`config.mk`:
```
export PLATFORM = sky130hd
export DESIGN_NAME = alarm_clock_ui_controller_unit
export DESIGN_NICKNAME = d
export VERILOG_FILES = /design/src/rtl/acuc_pkg.sv /design/src/rtl/alarm_clock_ui_controller_unit.sv /design/src/rtl/acuc_ctrl.sv /design/src/rtl/acuc_disp.sv
export SDC_FILE = /design/constraint.sdc
export NUM_CORES = 1
export LEC_CHECK = 0
export BUFFER_PORTS_ARGS = -buffer_cell sky130_fd_sc_hd__buf_4
export CAP_MARGIN = 20
export CELL_PAD_IN_SITES_DETAIL_PLACEMENT = 1
export CELL_PAD_IN_SITES_GLOBAL_PLACEMENT = 1
export CORE_MARGIN = 2
export CORE_UTILIZATION = 30
export CTS_BUF_LIST = sky130_fd_sc_hd__clkbuf_4 sky130_fd_sc_hd__clkbuf_8 sky130_fd_sc_hd__clkbuf_16
export CTS_CLUSTER_SIZE = 25
export DETAILED_ROUTE_END_ITERATION = 8
export PLACE_DENSITY = 0.66
export REMOVE_ABC_BUFFERS = 1
export SYNTH_ARGS = -nofsm -noshare
export SYNTH_HDL_FRONTEND = slang
export SYNTH_SLANG_ARGS = --single-unit
```
`constraint.sdc`:
```
create_clock -name clk -period 3.52 [get_ports clk]
set_input_delay 0.352 -clock clk [delete_from_list [all_inputs] [get_ports clk]]
set_output_delay 0.352 -clock clk [all_outputs]
set_load 0.005 [all_outputs]
```
`src/rtl/acuc_pkg.sv`:
```
package acuc_pkg;

    // Clock arithmetic constants
    localparam int HOURS_PER_DAY = 24;
    localparam int MINS_PER_HOUR = 60;
    localparam int DEC_BASE      = 10;

    // Timekeeper run commands
    localparam logic [1:0] CMD_NONE  = 2'd0;
    localparam logic [1:0] CMD_STOP  = 2'd1;
    localparam logic [1:0] CMD_START = 2'd2;

    // Input item as carried on the slave tdata, lowest bit last
    typedef struct packed {
        logic [5:0] cur_minutes;
        logic [4:0] cur_hours;
        logic       btn_alarm_active;
        logic       btn_minute;
        logic       btn_hour;
        logic       btn_set_alarm;
        logic       btn_set_time;
    } in_item_t;

    // Result item as carried on the master tdata, lowest bit last
    typedef struct packed {
        logic [1:0] pad;
        logic       alarm_enabled;
        logic [1:0] run_command;
        logic [5:0] new_minutes;
        logic [4:0] new_hours;
        logic       time_write;
        logic       alarm_indicator;
        logic       display_blank;
        logic [3:0] digit_minutes_ones;
        logic [2:0] digit_minutes_tens;
        logic [3:0] digit_hours_ones;
        logic [1:0] digit_hours_tens;
    } out_item_t;

    // Control results of one tick, before digit conversion
    typedef struct packed {
        logic [4:0] show_hours;
        logic [5:0] show_minutes;
        logic       blank;
        logic       indicator;
        logic       write;
        logic [4:0] new_hours;
        logic [5:0] new_minutes;
        logic [1:0] cmd;
    } ctrl_res_t;

    // Hour increment, wrapping to zero at the last hour or anything above
    function automatic logic [4:0] inc_hours(input logic [4:0] h);
        return (h >= 5'(HOURS_PER_DAY - 1)) ? 5'd0 : h + 5'd1;
    endfunction

    // Minute increment, wrapping to zero at the last minute or anything above
    function automatic logic [5:0] inc_minutes(input logic [5:0] m);
        return (m >= 6'(MINS_PER_HOUR - 1)) ? 6'd0 : m + 6'd1;
    endfunction

    // Split a value of up to 63 into tens (upper 3 bits) and ones (lower 4 bits)
    function automatic logic [6:0] bcd_split(input logic [5:0] v);
        logic [2:0] t;
        logic [5:0] r;
        if (v >= 6'(6 * DEC_BASE))
            t = 3'd6;
        else if (v >= 6'(5 * DEC_BASE))
            t = 3'd5;
        else if (v >= 6'(4 * DEC_BASE))
            t = 3'd4;
        else if (v >= 6'(3 * DEC_BASE))
            t = 3'd3;
        else if (v >= 6'(2 * DEC_BASE))
            t = 3'd2;
        else if (v >= 6'(DEC_BASE))
            t = 3'd1;
        else
            t = 3'd0;
        r = v - 6'({3'd0, t} * 6'(DEC_BASE));
        return {t, r[3:0]};
    endfunction

endpackage

```
`src/rtl/alarm_clock_ui_controller_unit.sv`:
```
// Alarm clock front-panel controller. Each transfer on the slave stream is one polling
// tick carrying the button levels and the timekeeper's current hours and minutes; each
// tick gives exactly one result transfer with the four display digits, blank flag, alarm
// indicator, a time write request and a stop/start command. A tick is accepted whenever
// the result register is free or being emptied, so a sustained rate of one item per cycle
// is reached while the master side does not stall. The result is held in the single result
// register; a tick is taken while a result waits if the master takes it in the same cycle.
module alarm_clock_ui_controller_unit #(
    parameter int BLINK_TICKS = 5
) (
    input  logic        clk,
    input  logic        rst_n,
    input  logic        s_axis_tvalid,
    output logic        s_axis_tready,
    // [0] btn_set_time, [1] btn_set_alarm, [2] btn_hour, [3] btn_minute,
    // [4] btn_alarm_active, [9:5] cur_hours, [15:10] cur_minutes
    input  logic [15:0] s_axis_tdata,
    output logic        m_axis_tvalid,
    input  logic        m_axis_tready,
    // [1:0] digit_hours_tens, [5:2] digit_hours_ones, [8:6] digit_minutes_tens,
    // [12:9] digit_minutes_ones, [13] display_blank, [14] alarm_indicator,
    // [15] time_write, [20:16] new_hours, [26:21] new_minutes, [28:27] run_command,
    // [29] alarm_enabled, [31:30] zero
    output logic [31:0] m_axis_tdata
);
    import acuc_pkg::*;

    logic       accept;
    in_item_t   in_item;
    ctrl_res_t  ctrl_res;
    out_item_t  out_item;
    logic       out_valid_reg, out_valid_next;
    out_item_t  out_data_reg;

    // Take a tick whenever the result register is free or being emptied
    assign s_axis_tready = !out_valid_reg || m_axis_tready;
    assign accept        = s_axis_tvalid && s_axis_tready;
    assign in_item       = in_item_t'(s_axis_tdata);

    acuc_ctrl #(
        .BLINK_TICKS (BLINK_TICKS)
    ) u_ctrl (
        .clk    (clk),
        .rst_n  (rst_n),
        .accept (accept),
        .item   (in_item),
        .res    (ctrl_res)
    );

    acuc_disp u_disp (
        .res  (ctrl_res),
        .item (out_item)
    );

    // Result register valid flag
    always_comb
    begin
        if (accept)
            out_valid_next = 1'b1;
        else if (m_axis_tready)
            out_valid_next = 1'b0;
        else
            out_valid_next = out_valid_reg;
    end

    always_ff @(posedge clk or negedge rst_n)
    begin
        if (!rst_n)
            out_valid_reg <= 1'b0;
        else
            out_valid_reg <= out_valid_next;
    end

    // Result payload, loaded on each accepted transfer
    always_ff @(posedge clk)
    begin
        if (accept)
            out_data_reg <= out_item;
    end

    assign m_axis_tvalid = out_valid_reg;
    assign m_axis_tdata  = 32'(out_data_reg);

endmodule

```
`src/rtl/acuc_ctrl.sv`:
```
module acuc_ctrl #(
    parameter int BLINK_TICKS = 5
) (
    input  logic              clk,
    input  logic              rst_n,
    input  logic              accept,
    input  acuc_pkg::in_item_t item,
    output acuc_pkg::ctrl_res_t res
);
    import acuc_pkg::*;

    localparam int CntW = $clog2(2 * BLINK_TICKS);
    localparam logic [CntW-1:0] HALF_CNT = CntW'(BLINK_TICKS);
    localparam logic [CntW-1:0] LAST_CNT = CntW'(2 * BLINK_TICKS - 1);

    // Mode codes
    localparam logic [1:0] MODE_POWER_ON  = 2'd0;
    localparam logic [1:0] MODE_SHOW      = 2'd1;
    localparam logic [1:0] MODE_SET_TIME  = 2'd2;
    localparam logic [1:0] MODE_SET_ALARM = 2'd3;

    logic [1:0]      mode_reg, mode_next;
    logic [CntW-1:0] blink_reg, blink_next;
    logic            allow_reg, allow_next;
    logic [4:0]      al_hours_reg, al_hours_next;
    logic [5:0]      al_minutes_reg, al_minutes_next;

    // Mode logic for one tick
    always_comb
    begin
        mode_next       = mode_reg;
        blink_next      = blink_reg;
        allow_next      = allow_reg;
        al_hours_next   = al_hours_reg;
        al_minutes_next = al_minutes_reg;
        res.show_hours   = item.cur_hours;
        res.show_minutes = item.cur_minutes;
        res.blank        = 1'b0;
        res.write        = 1'b0;
        res.new_hours    = item.cur_hours;
        res.new_minutes  = item.cur_minutes;
        res.cmd          = CMD_NONE;
        unique case (mode_reg)
            MODE_POWER_ON:
            begin
                if (item.btn_set_time)
                begin
                    mode_next  = MODE_SET_TIME;
                    blink_next = '0;
                end
                else
                begin
                    // Blank during the second half of each blink period.
                    res.blank  = (blink_reg >= HALF_CNT);
                    blink_next = (blink_reg == LAST_CNT) ? '0 : blink_reg + 1'b1;
                end
            end
            MODE_SHOW:
            begin
                allow_next = 1'b1;
                if (item.btn_set_time)
                begin
                    res.cmd   = CMD_STOP;
                    mode_next = MODE_SET_TIME;
                end
                else if (item.btn_set_alarm)
                    mode_next = MODE_SET_ALARM;
            end
            MODE_SET_TIME:
            begin
                allow_next = 1'b0;
                if (item.btn_set_time)
                begin
                    // The hour button wins over the minute button.
                    if (item.btn_hour)
                    begin
                        res.write     = 1'b1;
                        res.new_hours = inc_hours(item.cur_hours);
                    end
                    else if (item.btn_minute)
                    begin
                        res.write       = 1'b1;
                        res.new_minutes = inc_minutes(item.cur_minutes);
                    end
                end
                else
                begin
                    res.cmd   = CMD_START;
                    mode_next = MODE_SHOW;
                end
            end
            MODE_SET_ALARM:
            begin
                allow_next       = 1'b0;
                res.show_hours   = al_hours_reg;
                res.show_minutes = al_minutes_reg;
                if (item.btn_set_alarm)
                begin
                    if (item.btn_hour)
                        al_hours_next = inc_hours(al_hours_reg);
                    else if (item.btn_minute)
                        al_minutes_next = inc_minutes(al_minutes_reg);
                end
                else
                    mode_next = MODE_SHOW;
            end
        endcase
        res.indicator = allow_next & item.btn_alarm_active;
    end

    // State advances only on an accepted transfer
    always_ff @(posedge clk or negedge rst_n)
    begin
        if (!rst_n)
        begin
            mode_reg       <= MODE_POWER_ON;
            blink_reg      <= '0;
            allow_reg      <= 1'b0;
            al_hours_reg   <= '0;
            al_minutes_reg <= '0;
        end
        else if (accept)
        begin
            mode_reg       <= mode_next;
            blink_reg      <= blink_next;
            allow_reg      <= allow_next;
            al_hours_reg   <= al_hours_next;
            al_minutes_reg <= al_minutes_next;
        end
    end

    // The blink counter only runs in power-on mode.
    a_blink_only_power_on: assert property (@(posedge clk) disable iff (!rst_n)
        (mode_reg != MODE_POWER_ON) |-> (blink_reg == '0))
        else $error("blink counter running outside power-on mode");

    a_blink_range: assert property (@(posedge clk) disable iff (!rst_n)
        blink_reg <= LAST_CNT)
        else $error("blink counter beyond its period");

    a_alarm_time_range: assert property (@(posedge clk) disable iff (!rst_n)
        (al_hours_reg < 5'(HOURS_PER_DAY)) && (al_minutes_reg < 6'(MINS_PER_HOUR)))
        else $error("stored alarm time out of range");

    a_set_time_disallows: assert property (@(posedge clk) disable iff (!rst_n)
        (accept && (mode_reg == MODE_SET_TIME)) |=> !allow_reg)
        else $error("alarm still allowed after a set-time tick");

endmodule

```
`src/rtl/acuc_disp.sv`:
```
module acuc_disp (
    input  acuc_pkg::ctrl_res_t res,
    output acuc_pkg::out_item_t item
);
    import acuc_pkg::*;

    logic [6:0] hours_bcd;
    logic [6:0] minutes_bcd;

    // Decimal digits of the shown time, masked to the digit widths
    assign hours_bcd   = bcd_split({1'b0, res.show_hours});
    assign minutes_bcd = bcd_split(res.show_minutes);

    always_comb
    begin
        item.pad                = '0;
        item.digit_hours_tens   = hours_bcd[5:4];
        item.digit_hours_ones   = hours_bcd[3:0];
        item.digit_minutes_tens = minutes_bcd[6:4];
        item.digit_minutes_ones = minutes_bcd[3:0];
        item.display_blank      = res.blank;
        item.alarm_indicator    = res.indicator;
        item.time_write         = res.write;
        item.new_hours          = res.new_hours;
        item.new_minutes        = res.new_minutes;
        item.run_command        = res.cmd;
        item.alarm_enabled      = res.indicator;
    end

endmodule

```
==> flow_summary.ini, run 1 <==
[pwr]
power_switching_share_pct = 34.8
p_leak_nw = 1.47
pwr-share-comb_pct = 39.5
clockPowerShare_pct = 17.7
power.internal_mw = 1.26
max-vdd-ir-drop_mv = 0.255
switchingPower_mw = 0.672
seqPwrFrac_pct = 42.8
p_per_area_nw_per_um2 = 555

[timing]
finalSetupViolations = 0
fin_skew_ns = 0.0126
hold_viol = 0
timing.fmax_mhz = 353
finalWorstSetupSlack_ns = 0.690
report.final.slew_viol_count = 0
tns_ns = 0
rsz0062_at_grt = no
max_slew_margin_pct = 61.3
min_period_over_period_pct = 80.4
min_period_ns = 2.83
worst_slew_pin_slew_ns = 0.564

[placed_design]
gp_congestion = 0.797
hpwlAfterDp_um = 5180
dp_slack_ns = 0.726
numPortBuffers = 51
placedCellCount = 454
post_dp_cell_area_sq_um = 3370

[floorplan]
chipHeight_um = 102
die_w_um = 102
rows = 35
io-pin-count = 54
initial_utilization_pct = 31.1
die-area_sq_um = 10400
core-area_sq_um = 9280

[yosys]
synth_warnings = 0
synthArstFlopShare_pct = 39.6
synth_cells = 281
synthDistinctLibCells = 57
synth_seq_area_share_pct = 46.6
yosys_most_used_dff = edfxtp_1
synth.avg_cell_area_sq_um = 10.3
ys_seq_elements = 48
syn_area_sq_um = 2890
synth_edf_count = 29

[critical_path]
path_cells = ha_1, buf_4, mux2_2, nand2_1, o22ai_1, a211oi_2, ha_1, inv_1, ha_1, o32a_1
cp_num_buf_inv = 2
startpoint = u_ctrl.mode_reg[0]
critPathArrivalTime_ns = 2.88
critPathLaunchType = register
r2r-start = u_ctrl.mode_reg[0]
path_common_cell = ha_1
critPathKind = reg -> reg
slowest_stage = dfrtp_1
crit_family = compound AO/OA/AOI/OAI gates
r2r_cells = 10
worst-endpoint-required_ns = 3.57
worst-path-stages = 10
cp-end-kind = register
slowest_delay_ns = 0.44
crit_fanout = 14

[worst_hold_path]
holdCritPathClass = in -> reg
holdPathStages = 2
holdCritStartpoint = s_axis_tvalid

[grt]
overflow = 0
grt_first_pass_wirelength_um = 11200
grt_usage_pct = 13.6
grt_pass1_vias = 2288
antenna_found_initial = 0
grt_start_max_net_pins = 29

[clock_network]
clock-sinks = 48
cts_buffer_depth = 2
clockRootBuffer = clkbuf_8
ctsResizeCount = 0
cts-htree-levels = 2
cts_tree = yes
path_clk_slew_ns = 0.10
cts_hold_buf = 1
clock_insertion_delay_worst_skew_ns = 0.30
cts_setup_buffers = 0
cts_buffers = 5

[run_status]
outcome = finished clean

[routing]
drt_pass1_iterations = 4
wl_per_cell_um = 14.7
vias = 2284
drc = 0
ant_nets = 0
dr.first_iter.drc_count = 49
vias_per_cell = 4.93
drt-total-wl_um = 6790

[cells_and_area]
areaGrowthSynthToFinish_pct = 20.2
finalInstanceArea_sq_um = 3470
diodes = 0
fin_util_pct = 37.4
drive_above_1_share_pct = 23.7
fin_nets = 367
largest_reg_flops = 29
layout.cells.non_filler = 463

[flow_run]
maxCapViolCount = 0
[power groups by stage]
stage / Combinational (mW) / Sequential (mW) / Clock [mW]
6_report: 0.762 / 0.825 / 0.342
3_3_place_gp: 0.744 / 0.834 / 0
5_1_grt: 0.866 / 0.846 / 0.379
4_1_cts: 0.773 / 0.827 / 0.361
2_1_floorplan: 0.511 / 0.827 / 0
3_5_place_dp: 0.767 / 0.840 / 0
[per-layer routing]
| metal | share of wire (%) | GRT usage (%) | vias up |
|---|---|---|---|
| met3 | 3.3 | 1.92 | 4 |
| li1 | - | - | 1136 |
| met4 | 0.72 | 3.59 | 0 |
| met1 | 49 | 18.4 | 1101 |
| met5 | 0 | 0 | - |
| met2 | 47 | 22.9 | 43 |
[cell type report]
| type | instances | area (sq um) |
|---|---|---|
| Clock inverter | 2 | 10.0 |
| Multi-Input combinational cell | 209 | 1410 |
| Clock buffer | 6 | 82.6 |
| Fill cell | 1101 | 5810 |
| Inverter | 15 | 56.3 |
| Tap cell | 129 | 161 |
| Timing Repair Buffer | 54 | 408 |
| Sequential cell | 48 | 1350 |
[cells in the mapped netlist (8+ instances only)]
library cell / count / area (sq um)
a21oi_1: 17 / 85.1
inv_1: 15 / 56.3
mux2i_1: 8 / 80.1
nand3_1: 16 / 80.1
ha_1: 13 / 163
nor2_1: 11 / 41.3
edfxtp_1: 29 / 871
o21ai_0: 30 / 150
nand2_1: 30 / 113
dfrtp_1: 19 / 475
[layout by cell type, fill, tap and decap left out, types with 4 or more instances in the layout]
master    count
ha_1         13
edfxtp_1     29
buf_4        53
nand2_1      30
nor2b_1       5
nand2b_1      7
mux2i_1       8
o21ai_0      30
a21o_1        4
nor2_1       11
nor3_1        5
inv_1        15
mux2_2        7
nand3_1      16
clkbuf_8      6
nand4_1       7
a21oi_1      17
dfrtp_1      19
and3_1        4
[stage by stage]
| step | total power, mW | hold slack [ns] |
|---|---|---|
| floorplan | 1.34 | 0.0564 |
| global placement | 1.58 | 0.254 |
| detailed placement | 1.61 | 0.259 |
| CTS | 1.96 | 0.306 |
| global route | 2.09 | 0.317 |
| finish | 1.93 | 0.313 |
[worst register-to-register path, delay by kind of cell, from the launching register on]
| family | cells | cell delay (ns) |
|---|---|---|
| flip-flops | 1 | 0.44 |
| buffers and inverters | 2 | 0.30 |
| AO/OA/AOI/OAI | 3 | 0.73 |
| adder cells (fa/ha/maj) | 3 | 0.53 |
| AND/OR/NAND/NOR | 1 | 0.13 |
| multiplexers | 1 | 0.44 |
[path summary, 6_finish.rpt]
path / end / slack [ns]
max in group asynchronous: u_ctrl.al_minutes_reg[1] / 2.83
hold / removal: m_axis_tvalid / 0.31
min in group asynchronous: u_ctrl.al_hours_reg[0] / 0.46
setup reg to reg: m_axis_tdata[12] / 0.69
setup / recovery: m_axis_tdata[12] / 0.69
hold reg to reg: u_ctrl.allow_reg / 0.52
[kinds of logic after synthesis]
logic type | after synthesis | share of synthesized area, %
other | 1 | 0.130
flip-flops | 48 | 46.6
AO/OA/AOI/OAI | 70 | 14.6
multiplexers | 19 | 8.05
AND/OR/NAND/NOR | 99 | 17.8
buffers and inverters | 25 | 4.80
adder cells (fa/ha/maj) | 17 | 7.44
XOR/XNOR | 2 | 0.606
(Power assumes the default switching activity.)
==> inputs of run 2 (changes only) <==
--- a/config.mk
+++ b/config.mk
@@ -14,7 +14,7 @@
 export CTS_BUF_LIST = sky130_fd_sc_hd__clkbuf_4 sky130_fd_sc_hd__clkbuf_8 sky130_fd_sc_hd__clkbuf_16
 export CTS_CLUSTER_SIZE = 25
 export DETAILED_ROUTE_END_ITERATION = 8
-export PLACE_DENSITY = 0.66
+export PLACE_DENSITY = 0.68
 export REMOVE_ABC_BUFFERS = 1
 export SYNTH_ARGS = -nofsm -noshare
 export SYNTH_HDL_FRONTEND = slang
==> constraint.sdc (replaced) <==
create_clock -name clk -period 2.3 [get_ports clk]
set_input_delay 0.23 -clock clk [delete_from_list [all_inputs] [get_ports clk]]
set_output_delay 0.23 -clock clk [all_outputs]
set_load 0.005 [all_outputs]
==> run 2 against run 1 <==
  * The flow now finishes with violations (negative setup slack)
  * Combinational power grew 120%
  * Cell count grew 9.7%
  * Sequential share of layout area shrank 4.8 points
  * Non-clock buffer count grew 45
  * Sequential cell count is the same
  * Worst hold slack lost 0.12 ns
  * Global-route usage grew 1.6 points
  * Worst setup slack lost 0.86 ns
  * Wire length grew 11%
  * Clock skew shrank 0.0025 ns
  * Critical path depth grew 1
  * Die area is the same
  * Largest cell class unchanged
==> flow_summary.ini, run 2 (synthesized netlist as in run 1, its figures left out) <==
[clock_network]
path_clk_slew_ns = 0.09
cts_buffers = 5
clock-sinks = 48
cts_buffer_depth = 2
cts-htree-levels = 2
cts_tree = yes
clockRootBuffer = clkbuf_8
clock_insertion_delay_worst_skew_ns = 0.30

[routing]
drt_pass1_iterations = 4
top_layer_used = met4
vias = 2457
dr.first_iter.drc_count = 84
ant_nets = 0
wl_met2_um = 3680
drt-total-wl_um = 7560
drc = 0
route.met3.wl_um = 304
wl_per_cell_um = 14.9
vias_per_cell = 4.84
met1_length_um = 3510

[critical_path]
critPathKind = reg -> reg
critPathLaunchType = register
r2r_slack_ns = -0.17
r2r-start = u_ctrl.mode_reg[0]
crit_fanout = 5
worst-endpoint-required_ns = 2.35
r2r_cells = 11
reg2reg_to = m_axis_tdata[12]
critPathArrivalTime_ns = 2.52
cp-end-kind = register

[grt]
antenna_found_initial = 0
grt_pass1_vias = 2547
grt_start_max_net_pins = 23
grt_usage_pct = 15.2
overflow = 0
grt_first_pass_wirelength_um = 12600

[cells_and_area]
layout_common_cells = buf_4 (96), o21ai_0 (29), edfxtp_1 (29)
layout.cells.non_filler = 508
drive_above_1_share_pct = 38.5
layout_commonest_cell = buf_4
areaGrowthSynthToFinish_pct = 37.3
largest_reg_flops = 29
diodes = 0
fin_nets = 412
fillers = 1080
fin_util_pct = 42.8

[floorplan]
rows = 35
die_w_um = 102
chipHeight_um = 102
die-area_sq_um = 10400
initial_utilization_pct = 31.1
core-area_sq_um = 9280
io-pin-count = 54

[timing]
fin_skew_ns = 0.0102
finalWorstSetupSlack_ns = -0.171
min_period_over_period_pct = 107
rsz0062_at_grt = yes
report.final.slew_viol_count = 0
finalSetupViolations = 4
hold_viol = 0
min_period_ns = 2.47
whs_ns = 0.193
timing.fmax_mhz = 405

[pwr]
max-vdd-ir-drop_mv = 0.362
p_leak_nw = 1.71
p_per_area_nw_per_um2 = 895
power_mw = 3.55

[placed_design]
gp_congestion = 0.818
placedCellCount = 484
numPortBuffers = 51
hpwlAfterDp_um = 5660
dp_slack_ns = -0.255

[worst_hold_path]
holdCritPathClass = in -> reg
holdCritStartpoint = s_axis_tvalid
holdPathStages = 2
worstHoldEndpoint = m_axis_tvalid

[run_status]
outcome = finished, violations left
violations = negative setup slack

[flow_run]
maxCapViolCount = 0
## run 2: changes by cell type in the layout (fill, tap and decap cells not counted), sizes merged
| cell | before | now |
|---|---|---|
| buf | 53 | 98 |
| clkinv | 2 | 1 |
| clkbuf | 6 | 7 |
## run 2: layout make-up
class                           count  area [sq um]  share of cell area (%)
Clock buffer                        7           101                    2.55
Clock inverter                      1          5.00                   0.126
Inverter                           15          56.3                    1.42
Multi-Input combinational cell    209          1540                    38.7
Sequential cell                    48          1350                    33.9
Tap cell                          129           161                    4.06
Timing Repair Buffer               99           766                    19.3
## run 2: timing repair
item	CTS	global route
setup endpoints to repair	4	5
hold buffers	1	0
pin swaps	11	14
cloned	0	0
endpoints found under the hold margin	19	0
gates resized for setup	22	10
buffers inserted	7	9
## run 2: per-layer routing
layer	global-route usage, %	vias up
li1	-	1219
met1	20.4	1184
met2	26.1	48
met3	2.26	6
met4	3.59	0
met5	0	-
## run 2: critical path, cell delays in order (launching register included)
cell and delay, ns:
dfrtp_1 0.43, ha_4 0.20, buf_12 0.14, mux2i_4 0.19, buf_4 0.14, nor2_2 0.09
o22ai_2 0.08, a211oi_2 0.23, ha_2 0.22, inv_2 0.05, ha_4 0.15, o32a_1 0.28
## run 2: worst max-delay path by stage
stage / slack (ns) / from / cells after the start / endpoint
final: -0.17 / u_ctrl.mode_reg[0] / 11 / m_axis_tdata[12]
after global placement: -0.18 / u_ctrl.mode_reg[0] / 10 / m_axis_tdata[12]
after detailed placement: -0.26 / u_ctrl.mode_reg[1] / 11 / m_axis_tdata[12]
after global routing: -0.30 / u_ctrl.mode_reg[0] / 10 / m_axis_tdata[12]
after CTS: -0.1 / u_ctrl.mode_reg[1] / 10 / m_axis_tdata[12]
after floorplan: -0.54 / u_ctrl.mode_reg[0] / 9 / m_axis_tdata[12]
## run 2: stage by stage
| stage | setup TNS (ns) | area (sq um) |
|---|---|---|
| 2_1_floorplan | -1.75 | 2810 |
| 5_1_grt | -0.873 | 3970 |
| 6_report | -0.462 | 3970 |
| 4_1_cts | -0.222 | 3870 |
| 3_5_place_dp | -0.595 | 3610 |
| 3_3_place_gp | -0.371 | 3610 |
## run 2: where the power goes
group	switching (mW)	total (mW)	internal, mW	leakage (nW)
clock	0.276	0.567	0.291	0.0568
sequential	0.136	1.27	1.14	0.502
combinational	0.779	1.71	0.936	1.16
